File: config.mk
export PLATFORM = sky130hd
export DESIGN_NAME = sorted_rows_heap_merge
export DESIGN_NICKNAME = d
export VERILOG_FILES = /design/src/hw/rtl/srhm_pkg.sv /design/src/hw/rtl/srhm_ram.sv /design/src/hw/rtl/srhm_min_tree.sv /design/src/hw/rtl/sorted_rows_heap_merge.sv
export VERILOG_INCLUDE_DIRS = /design/src /design/src/hw/rtl
export SDC_FILE = /design/constraint.sdc
export NUM_CORES = 2
export LEC_CHECK = 0
export BUFFER_PORTS_ARGS = -buffer_cell sky130_fd_sc_hd__buf_2
export CELL_PAD_IN_SITES_DETAIL_PLACEMENT = 1
export CELL_PAD_IN_SITES_GLOBAL_PLACEMENT = 1
export CORE_UTILIZATION = 28
export DETAILED_ROUTE_END_ITERATION = 8
export GPL_ROUTABILITY_DRIVEN = 0
export PLACE_DENSITY_LB_ADDON = 0.25
export SYNTH_ARGS = -nofsm -noshare
export SYNTH_HDL_FRONTEND = slang
export SYNTH_HIERARCHICAL = 1
export SYNTH_SLANG_ARGS = --single-unit
File: constraint.sdc
create_clock -name clk -period 8.2 [get_ports clk]
set_input_delay 0.82 -clock clk [delete_from_list [all_inputs] [get_ports clk]]
set_output_delay 0.82 -clock clk [all_outputs]
set_load 0.05 [all_outputs]
File: src/hw/rtl/sorted_rows_heap_merge_macros.svh
// Assertion macros shared by the sorted-rows merge RTL.
// Define NO_ASSERTIONS to compile every use down to nothing.
`ifndef SORTED_ROWS_HEAP_MERGE_MACROS_SVH
`define SORTED_ROWS_HEAP_MERGE_MACROS_SVH

`ifndef NO_ASSERTIONS

// Property that must hold at every rising clock edge outside reset.
`define SRHM_ASSERT_ALWAYS(lbl, clk, rst, prop, msg) \
  lbl: assert property (@(posedge clk) disable iff (rst) (prop)) else $error(msg);

// Same-cycle implication, checked outside reset.
`define SRHM_ASSERT_IMPLY(lbl, clk, rst, ante, cons, msg) \
  lbl: assert property (@(posedge clk) disable iff (rst) (ante) |-> (cons)) else $error(msg);

`else

`define SRHM_ASSERT_ALWAYS(lbl, clk, rst, prop, msg)
`define SRHM_ASSERT_IMPLY(lbl, clk, rst, ante, cons, msg)

`endif

`endif

File: src/hw/rtl/srhm_pkg.sv
// Shared constants for the sorted-rows merge block.
// No dependencies; used by the RAM, the minimum tree and the top level.
package srhm_pkg;

  localparam int MAX_SIZE_DEF    = 8;
  localparam int VALUE_WIDTH_DEF = 32;

  // Fixed field widths of the ports.
  localparam int DATA_W = 32;
  localparam int CFG_W  = 4;

  // Matrix size after reset.
  localparam logic [CFG_W-1:0] CFG_RESET = 4'd8;

endpackage

File: src/hw/rtl/srhm_ram.sv
// Generic simple dual-port RAM: one write port, one registered read port.
// Depends on srhm_pkg for default widths.
module srhm_ram #(
  parameter int WIDTH = srhm_pkg::VALUE_WIDTH_DEF,
  parameter int DEPTH = srhm_pkg::MAX_SIZE_DEF * srhm_pkg::MAX_SIZE_DEF,
  parameter int AW    = (DEPTH > 1) ? $clog2(DEPTH) : 1
) (
  input  logic             clk,
  input  logic             we,
  input  logic [AW-1:0]    waddr,
  input  logic [WIDTH-1:0] wdata,
  input  logic [AW-1:0]    raddr,
  output logic [WIDTH-1:0] rdata
);

  logic [WIDTH-1:0] mem [DEPTH];

  always_ff @(posedge clk) begin
    if (we) begin
      mem[waddr] <= wdata;
    end
    rdata <= mem[raddr];
  end

endmodule

File: src/hw/rtl/srhm_min_tree.sv
// Registered comparison tree: smallest valid leaf and its index.
// One register level per tree level; ties go to the lower index.
// Depends on srhm_pkg for default widths.
module srhm_min_tree #(
  parameter int MAX_SIZE    = srhm_pkg::MAX_SIZE_DEF,
  parameter int VALUE_WIDTH = srhm_pkg::VALUE_WIDTH_DEF,
  parameter int RW          = (MAX_SIZE > 1) ? $clog2(MAX_SIZE) : 1
) (
  input  logic                          clk,
  input  logic signed [VALUE_WIDTH-1:0] leaf_val [MAX_SIZE],
  input  logic        [MAX_SIZE-1:0]    leaf_vld,
  output logic signed [VALUE_WIDTH-1:0] root_val,
  output logic        [RW-1:0]          root_idx,
  output logic                          root_vld
);

  localparam int LV    = $clog2(MAX_SIZE);
  localparam int P     = 1 << LV;
  localparam int NODES = (P > 1) ? P - 1 : 1;

  logic signed [VALUE_WIDTH-1:0] pad_val [P];
  logic        [P-1:0]           pad_vld;

  // Heap-ordered nodes: node k (1-based) sits at k-1, children 2k and 2k+1.
  logic signed [VALUE_WIDTH-1:0] node_val [NODES];
  logic        [RW-1:0]          node_idx [NODES];
  logic        [NODES-1:0]       node_vld;

  for (genvar g = 0; g < P; g++) begin : g_pad
    if (g < MAX_SIZE) begin : g_real
      assign pad_val[g] = leaf_val[g];
      assign pad_vld[g] = leaf_vld[g];
    end else begin : g_fill
      assign pad_val[g] = '0;
      assign pad_vld[g] = 1'b0;
    end
  end

  if (P > 1) begin : g_tree
    for (genvar k = 1; k < P; k++) begin : g_node
      logic signed [VALUE_WIDTH-1:0] lval, rval;
      logic        [RW-1:0]          lidx, ridx;
      logic                          lvld, rvld, take_r;

      if (2 * k >= P) begin : g_leaf
        assign lval = pad_val[2*k-P];
        assign lidx = RW'(2*k-P);
        assign lvld = pad_vld[2*k-P];
        assign rval = pad_val[2*k+1-P];
        assign ridx = RW'(2*k+1-P);
        assign rvld = pad_vld[2*k+1-P];
      end else begin : g_inner
        assign lval = node_val[2*k-1];
        assign lidx = node_idx[2*k-1];
        assign lvld = node_vld[2*k-1];
        assign rval = node_val[2*k];
        assign ridx = node_idx[2*k];
        assign rvld = node_vld[2*k];
      end

      // Right wins only when strictly smaller, so equal heads keep the lower row.
      assign take_r = rvld && (!lvld || (rval < lval));

      always_ff @(posedge clk) begin
        node_val[k-1] <= take_r ? rval : lval;
        node_idx[k-1] <= take_r ? ridx : lidx;
        node_vld[k-1] <= take_r ? rvld : lvld;
      end
    end
  end else begin : g_single
    assign node_val[0] = pad_val[0];
    assign node_idx[0] = '0;
    assign node_vld[0] = pad_vld[0];
  end

  assign root_val = node_val[0];
  assign root_idx = node_idx[0];
  assign root_vld = node_vld[0];

endmodule

File: src/hw/rtl/sorted_rows_heap_merge.sv
// Sorted-rows k-way merge: top level, sequencer and output register.
// Depends on srhm_pkg, srhm_ram, srhm_min_tree and the assertion macro header.
//
//   channel   direction  handshake            payload
//   in        in         in_valid/in_ready    element_value
//   out       out        out_valid/out_ready  sorted_value, last_of_run
//   cfg       in         cfg_we               cfg_wdata (matrix_size)
//
// Loading takes one item a cycle outside a merge; the item that completes the n*n matrix starts a merge.
// Merge start reads each row head from the element RAM, a read then a write-back per row, then
// waits in the settle state for the registered minimum tree. Each result then steps through
// emit, RAM refill read and tree settle; a result that exhausts its row skips the refill read.
// No items are accepted while a merge runs. A stalled result holds in the output register,
// and the next item may be accepted while the final result of a merge still waits.
// Reset is synchronous; the element RAM needs no clearing, as every entry is written first.
`include "sorted_rows_heap_merge_macros.svh"

module sorted_rows_heap_merge #(
  parameter int MAX_SIZE    = srhm_pkg::MAX_SIZE_DEF,
  parameter int VALUE_WIDTH = srhm_pkg::VALUE_WIDTH_DEF
) (
  input  logic                              clk,
  input  logic                              rst,
  // Configuration
  input  logic                              cfg_we,
  input  logic        [srhm_pkg::CFG_W-1:0] cfg_wdata,
  // Input items
  input  logic                              in_valid,
  output logic                              in_ready,
  input  logic signed [srhm_pkg::DATA_W-1:0] element_value,
  // Result items
  output logic                              out_valid,
  input  logic                              out_ready,
  output logic signed [srhm_pkg::DATA_W-1:0] sorted_value,
  output logic                              last_of_run
);

  localparam int LV    = $clog2(MAX_SIZE);               // tree levels
  localparam int RW    = (MAX_SIZE > 1) ? $clog2(MAX_SIZE) : 1;
  localparam int NW    = $clog2(MAX_SIZE + 1);           // holds n and a column pointer
  localparam int DEPTH = MAX_SIZE * MAX_SIZE;
  localparam int AW    = (DEPTH > 1) ? $clog2(DEPTH) : 1;
  localparam int CNTW  = $clog2(DEPTH + 1);
  localparam int SW    = (LV > 1) ? $clog2(LV) : 1;

  typedef enum logic [5:0] {
    S_LOAD    = 6'b000001,
    S_FILL_RD = 6'b000010,
    S_FILL_WB = 6'b000100,
    S_SETTLE  = 6'b001000,
    S_EMIT    = 6'b010000,
    S_REFILL  = 6'b100000
  } state_t;

  state_t state, state_next;

  logic [srhm_pkg::CFG_W-1:0] cfg_size;

  logic [CNTW-1:0] load_cnt, load_cnt_inc, nsq_cur;
  logic [NW-1:0]   eff_n, merge_n;
  logic [RW-1:0]   fill_row, sel_row;
  logic [NW-1:0]   ptr [MAX_SIZE];
  logic [CNTW-1:0] out_left;
  logic [SW-1:0]   settle;

  logic signed [VALUE_WIDTH-1:0] head_val [MAX_SIZE];
  logic        [MAX_SIZE-1:0]    head_vld;

  logic signed [VALUE_WIDTH-1:0] root_val;
  logic        [RW-1:0]          root_idx;
  logic                          root_vld;

  logic                   in_fire, load_done, out_free, emit_go, row_end, go_settle;
  logic [NW-1:0]          root_ptr, root_ptr_inc;
  logic [AW-1:0]          rd_addr;
  logic [VALUE_WIDTH-1:0] rd_data;

  // ---------------------------------------------------------------------------
  // Size and load bookkeeping
  // ---------------------------------------------------------------------------

  // Size zero counts as one; sizes above MAX_SIZE saturate.
  always_comb begin
    if (cfg_size == '0) begin
      eff_n = NW'(1);
    end else if (cfg_size > srhm_pkg::CFG_W'(MAX_SIZE)) begin
      eff_n = NW'(MAX_SIZE);
    end else begin
      eff_n = NW'(cfg_size);
    end
  end

  assign nsq_cur      = CNTW'(eff_n) * CNTW'(eff_n);
  assign load_cnt_inc = load_cnt + CNTW'(1);

  assign in_ready  = (state == S_LOAD);
  assign in_fire   = in_valid && in_ready;
  // A size change while loading can leave the count already past n*n: merge on the next item.
  assign load_done = in_fire && (load_cnt_inc >= nsq_cur);

  // ---------------------------------------------------------------------------
  // Merge datapath
  // ---------------------------------------------------------------------------

  assign out_free     = !out_valid || out_ready;
  assign emit_go      = (state == S_EMIT) && out_free;
  assign root_ptr     = ptr[root_idx];
  assign root_ptr_inc = root_ptr + NW'(1);
  assign row_end      = (root_ptr_inc == merge_n);
  // Tree depth zero skips the settle state.
  assign go_settle    = (LV > 0);

  // Fill reads the head of each row; refill reads the column after the one just emitted.
  always_comb begin
    if (state == S_FILL_RD) begin
      rd_addr = AW'(fill_row) * AW'(merge_n);
    end else begin
      rd_addr = AW'(root_idx) * AW'(merge_n) + AW'(root_ptr_inc);
    end
  end

  srhm_ram #(
    .WIDTH (VALUE_WIDTH),
    .DEPTH (DEPTH),
    .AW    (AW)
  ) u_store (
    .clk   (clk),
    .we    (in_fire),
    .waddr (load_cnt[AW-1:0]),
    .wdata (VALUE_WIDTH'(element_value)),
    .raddr (rd_addr),
    .rdata (rd_data)
  );

  srhm_min_tree #(
    .MAX_SIZE    (MAX_SIZE),
    .VALUE_WIDTH (VALUE_WIDTH),
    .RW          (RW)
  ) u_tree (
    .clk      (clk),
    .leaf_val (head_val),
    .leaf_vld (head_vld),
    .root_val (root_val),
    .root_idx (root_idx),
    .root_vld (root_vld)
  );

  // ---------------------------------------------------------------------------
  // Sequencer
  // ---------------------------------------------------------------------------

  always_comb begin
    state_next = state;
    unique case (state)
      S_LOAD: begin
        if (load_done) begin
          state_next = S_FILL_RD;
        end
      end
      S_FILL_RD: begin
        state_next = S_FILL_WB;
      end
      S_FILL_WB: begin
        if (fill_row == RW'(merge_n - NW'(1))) begin
          state_next = go_settle ? S_SETTLE : S_EMIT;
        end else begin
          state_next = S_FILL_RD;
        end
      end
      S_SETTLE: begin
        if (settle == '0) begin
          state_next = S_EMIT;
        end
      end
      S_EMIT: begin
        if (emit_go) begin
          if (out_left == CNTW'(1)) begin
            state_next = S_LOAD;
          end else if (row_end) begin
            state_next = go_settle ? S_SETTLE : S_EMIT;
          end else begin
            state_next = S_REFILL;
          end
        end
      end
      S_REFILL: begin
        state_next = go_settle ? S_SETTLE : S_EMIT;
      end
      default: begin
        state_next = S_LOAD;
      end
    endcase
  end

  // Control state
  always_ff @(posedge clk) begin
    if (rst) begin
      state     <= S_LOAD;
      cfg_size  <= srhm_pkg::CFG_RESET;
      load_cnt  <= '0;
      out_left  <= '0;
      head_vld  <= '0;
      out_valid <= 1'b0;
    end else begin
      state <= state_next;

      if (cfg_we) begin
        cfg_size <= cfg_wdata;
      end

      // Advance the load count; wrap to zero when a merge starts.
      if (in_fire) begin
        load_cnt <= load_done ? '0 : load_cnt_inc;
      end

      if (load_done) begin
        out_left <= nsq_cur;
        head_vld <= '0;
      end else if (state == S_FILL_WB) begin
        head_vld[fill_row] <= 1'b1;
      end else if (emit_go) begin
        out_left <= out_left - CNTW'(1);
        // Drop an exhausted row from the tree.
        if (row_end) begin
          head_vld[root_idx] <= 1'b0;
        end
      end

      if (emit_go) begin
        out_valid <= 1'b1;
      end else if (out_ready) begin
        out_valid <= 1'b0;
      end
    end
  end

  // Datapath registers
  always_ff @(posedge clk) begin
    if (load_done) begin
      merge_n  <= eff_n;
      fill_row <= '0;
      for (int r = 0; r < MAX_SIZE; r++) begin
        ptr[r] <= '0;
      end
    end

    if (state == S_FILL_WB) begin
      head_val[fill_row] <= rd_data;
      fill_row           <= fill_row + RW'(1);
    end

    if (state == S_REFILL) begin
      head_val[sel_row] <= rd_data;
    end

    // Restart the settle count after any head change.
    if (state_next == S_SETTLE && state != S_SETTLE) begin
      settle <= SW'(LV - 1);
    end else if (state == S_SETTLE) begin
      settle <= settle - SW'(1);
    end

    if (emit_go) begin
      ptr[root_idx] <= root_ptr_inc;
      sel_row       <= root_idx;
      sorted_value  <= srhm_pkg::DATA_W'(root_val);
      last_of_run   <= (out_left == CNTW'(1));
    end
  end

  // ---------------------------------------------------------------------------
  // Assertions
  // ---------------------------------------------------------------------------

  `SRHM_ASSERT_ALWAYS(a_load_cnt_range, clk, rst, load_cnt < CNTW'(DEPTH), "load count past store depth")
  `SRHM_ASSERT_IMPLY(a_emit_root, clk, rst, state == S_EMIT, root_vld && (root_idx < RW'(MAX_SIZE - 1) || root_idx == RW'(MAX_SIZE - 1)), "emit without a valid row head")
  `SRHM_ASSERT_IMPLY(a_emit_left, clk, rst, state == S_EMIT, out_left != '0, "emit with no results left")
  `SRHM_ASSERT_IMPLY(a_idle_clean, clk, rst, state == S_LOAD, head_vld == '0 && out_left == '0, "rows left over after a merge")

endmodule

==> qor.txt <==
outcome = finished, final reports clean
Power Density = 229.9 nW/um2
worst path arrival time = 8.24 ns
fin cells = 11230
Worst-Skew Late Latency = 0.88 ns
Worst VDD drop = 0.1782 mV
post-CTS setup buffer count = 0
placed cells = 10690
number of antenna violations at the first check in global routing = 34
clk sink count = 2687
Post-DP Area = 113400 um2
TritonCTS clock tree = done
Final nets = 6292
H-tree level count = 5
Hold Violations, Final = 0
first-pass GRT wire length = 430.7 mm
detailed placer's ending HPWL = 180.6 mm
hold_buf cts = 0
setup TNS = 0 ns
Avg Vias per Cell = 4.819
CTS Buf Count = 297
CP Capture Type = flip-flop
Clock Root Buffer = clkbuf_16
Detailed Routing Iterations Pass 1 = 5
final worst path period share = 92.69%
Post-DRT Antenna Nets = 0
Core ar. = 376400 um2
Clock transition at path regs = 0.06 ns
mapped cell area = 106100 um2
RSZ-0062 raised after global routing = no
die width = 617.6 um
syn avg cell area = 18.55 um2
max-cap violations = 0
Iteration-0 DRC Markers = 4444
grt ovf = 0
post-cts gate resize count = 0
Hold Path Class = input port to flip-flop
fmax = 131.6 MHz
worst slew pin tran = 1.374 ns
final count of pins violating max slew = 0
worst-path fanout max = 32
Setup Crit Path Kind = flip-flop to flip-flop
Final setup viols = 0
Area growth syn-to-layout = 15.67%
die area = 381500 um2
Slew HR = 7.773%
critical path required time = 8.84 ns
Die Y = 617.6 um
post-layout minimum cycle time = 7.600 ns
critical path launch point type = flip-flop
Synth Instances = 5720
Worst Skew = 0.1010 ns
total I/O pin count = 76
total length of routed wires = 302.4 mm
Vias = 54120
GRT Util Overall = 15.64%
Max Root-Sink Buffers = 4
pin count of the biggest net entering global routing = 96
# DRC = 0
Pleak = 41.08 nW
vias in the first global route = 57500
WL/cell = 26.92 um
layout cells sized above 1 = 28.13%
IO Port Bufs = 75
synth warn = 6
final instance area = 122800 um2
num rows = 225
effective utilization at floorplan = 28.20%
==> state kept, by name, summed over array words and instances (netlist names) <==
| name | flops |
|---|---|
| u_tree/g_tree.g_node.rvld | 3 |
| sel_row | 3 |
| state | 6 |
| cfg_size | 4 |
| head_vld | 8 |
| u_tree/node_idx | 11 |
| u_tree/g_tree.g_node.lvld | 3 |
| out_left | 7 |
| u_store/rdata | 32 |
| settle | 2 |
| fill_row | 3 |
| sorted_value | 32 |
| last_of_run | 1 |
| u_store/mem | 2048 |
| merge_n | 4 |
| out_valid | 1 |
| u_tree/node_val | 224 |
| head_val | 256 |
| load_cnt | 7 |
| ptr | 32 |
==> metrics by stage <==
| stage | setup slack [ns] | util [%] | hold WS (ns) | power [W] |
|---|---|---|---|---|
| 6_report | 0.5998 | 32.61 | 0.2311 | 0.02822 |
| 5_1_grt | 0.1955 | 32.61 | 0.2001 | 0.02907 |
| 4_1_cts | 0.6338 | 32.61 | 0.1726 | 0.02859 |
| 3_5_place_dp | 0.6411 | 30.14 | 0.3902 | 0.01557 |
| 3_3_place_gp | 0.4513 | 30.13 | 0.3863 | 0.01555 |
| 2_1_floorplan | 3.142 | - | 0.3855 | 0.01520 |
==> where the power goes <==
group / leakage [nW] / internal [W] / total [W] / switching, W
Clock: 4.54 / 0.00753 / 0.0129 / 0.00542
Sequential: 23.6 / 0.0147 / 0.0148 / 0.0000534
Combinational: 13.0 / 0.000116 / 0.000489 / 0.000373
Total: 41.1 / 0.0224 / 0.0282 / 0.00584
==> critical path, stage by stage (launching register included) <==
cell and delay, ns:
dfxtp_1 1.14, mux2i_1 0.18, mux4_2 0.52, nand2_1 0.29, ha_1 0.26, xor2_1 0.60
inv_1 0.13, fa_1 0.51, ha_1 0.32, a21o_1 0.15, a21oi_1 0.17, xnor2_1 0.14
nand2_1 0.11, o21ai_4 0.47, nand2b_2 0.97, a311oi_1 1.25, nor3_1 0.18
==> layout make-up <==
class,count,area [um2]
Fill cell,37860,253600
Inverter,267,1002
Antenna cell,13,32.53
Timing Repair Buffer,226,1692
Tap cell,4994,6248
Sequential cell,2687,75040
Clock inverter,137,1202
Multi-Input combinational cell,2516,29460
Clock buffer,391,8075
==> per-layer routing <==
metal  global-route usage [%]  vias to the layer above  part of all wire (%)
met5                        0                        -                 0.026
met4                    4.157                       12                   2.7
met3                    1.736                      397                   4.1
met2                    26.46                     1193                    49
met1                    21.31                    29190                    44
li1                         -                    23330                     -
==> final timing paths <==
kind | startpoint | end | slack, ns | cells past startpoint
hold / removal | cfg_wdata[3] | cfg_size[3]$_SDFFE_PP1P_ | 0.23 | 3
setup / recovery | u_tree/node_idx[0][2]$_DFF_P_ | u_store/rdata[20]$_DFF_P_ | 0.60 | 16
hold reg to reg | u_tree/node_val[0][27]$_DFF_P_ | sorted_value[27]$_DFFE_PP_ | 0.39 | 0
setup reg to reg | u_tree/node_idx[0][2]$_DFF_P_ | u_store/rdata[20]$_DFF_P_ | 0.60 | 16
==> placed cells by master, fill, tap and decap left out, types with 48 or more instances in the layout <==
master / count
buf_2: 75
mux2_2: 422
dfxtp_1: 564
nand2_1: 124
clkinv_1: 55
mux2i_1: 101
o22ai_1: 89
nor2_1: 161
nor2_4: 62
ha_1: 248
clkbuf_1: 74
inv_1: 263
mux4_2: 551
buf_4: 137
a21oi_1: 160
clkbuf_16: 305
o21ai_0: 48
edfxtp_1: 2123
Note: power is estimated with default switching activity, not from simulation.
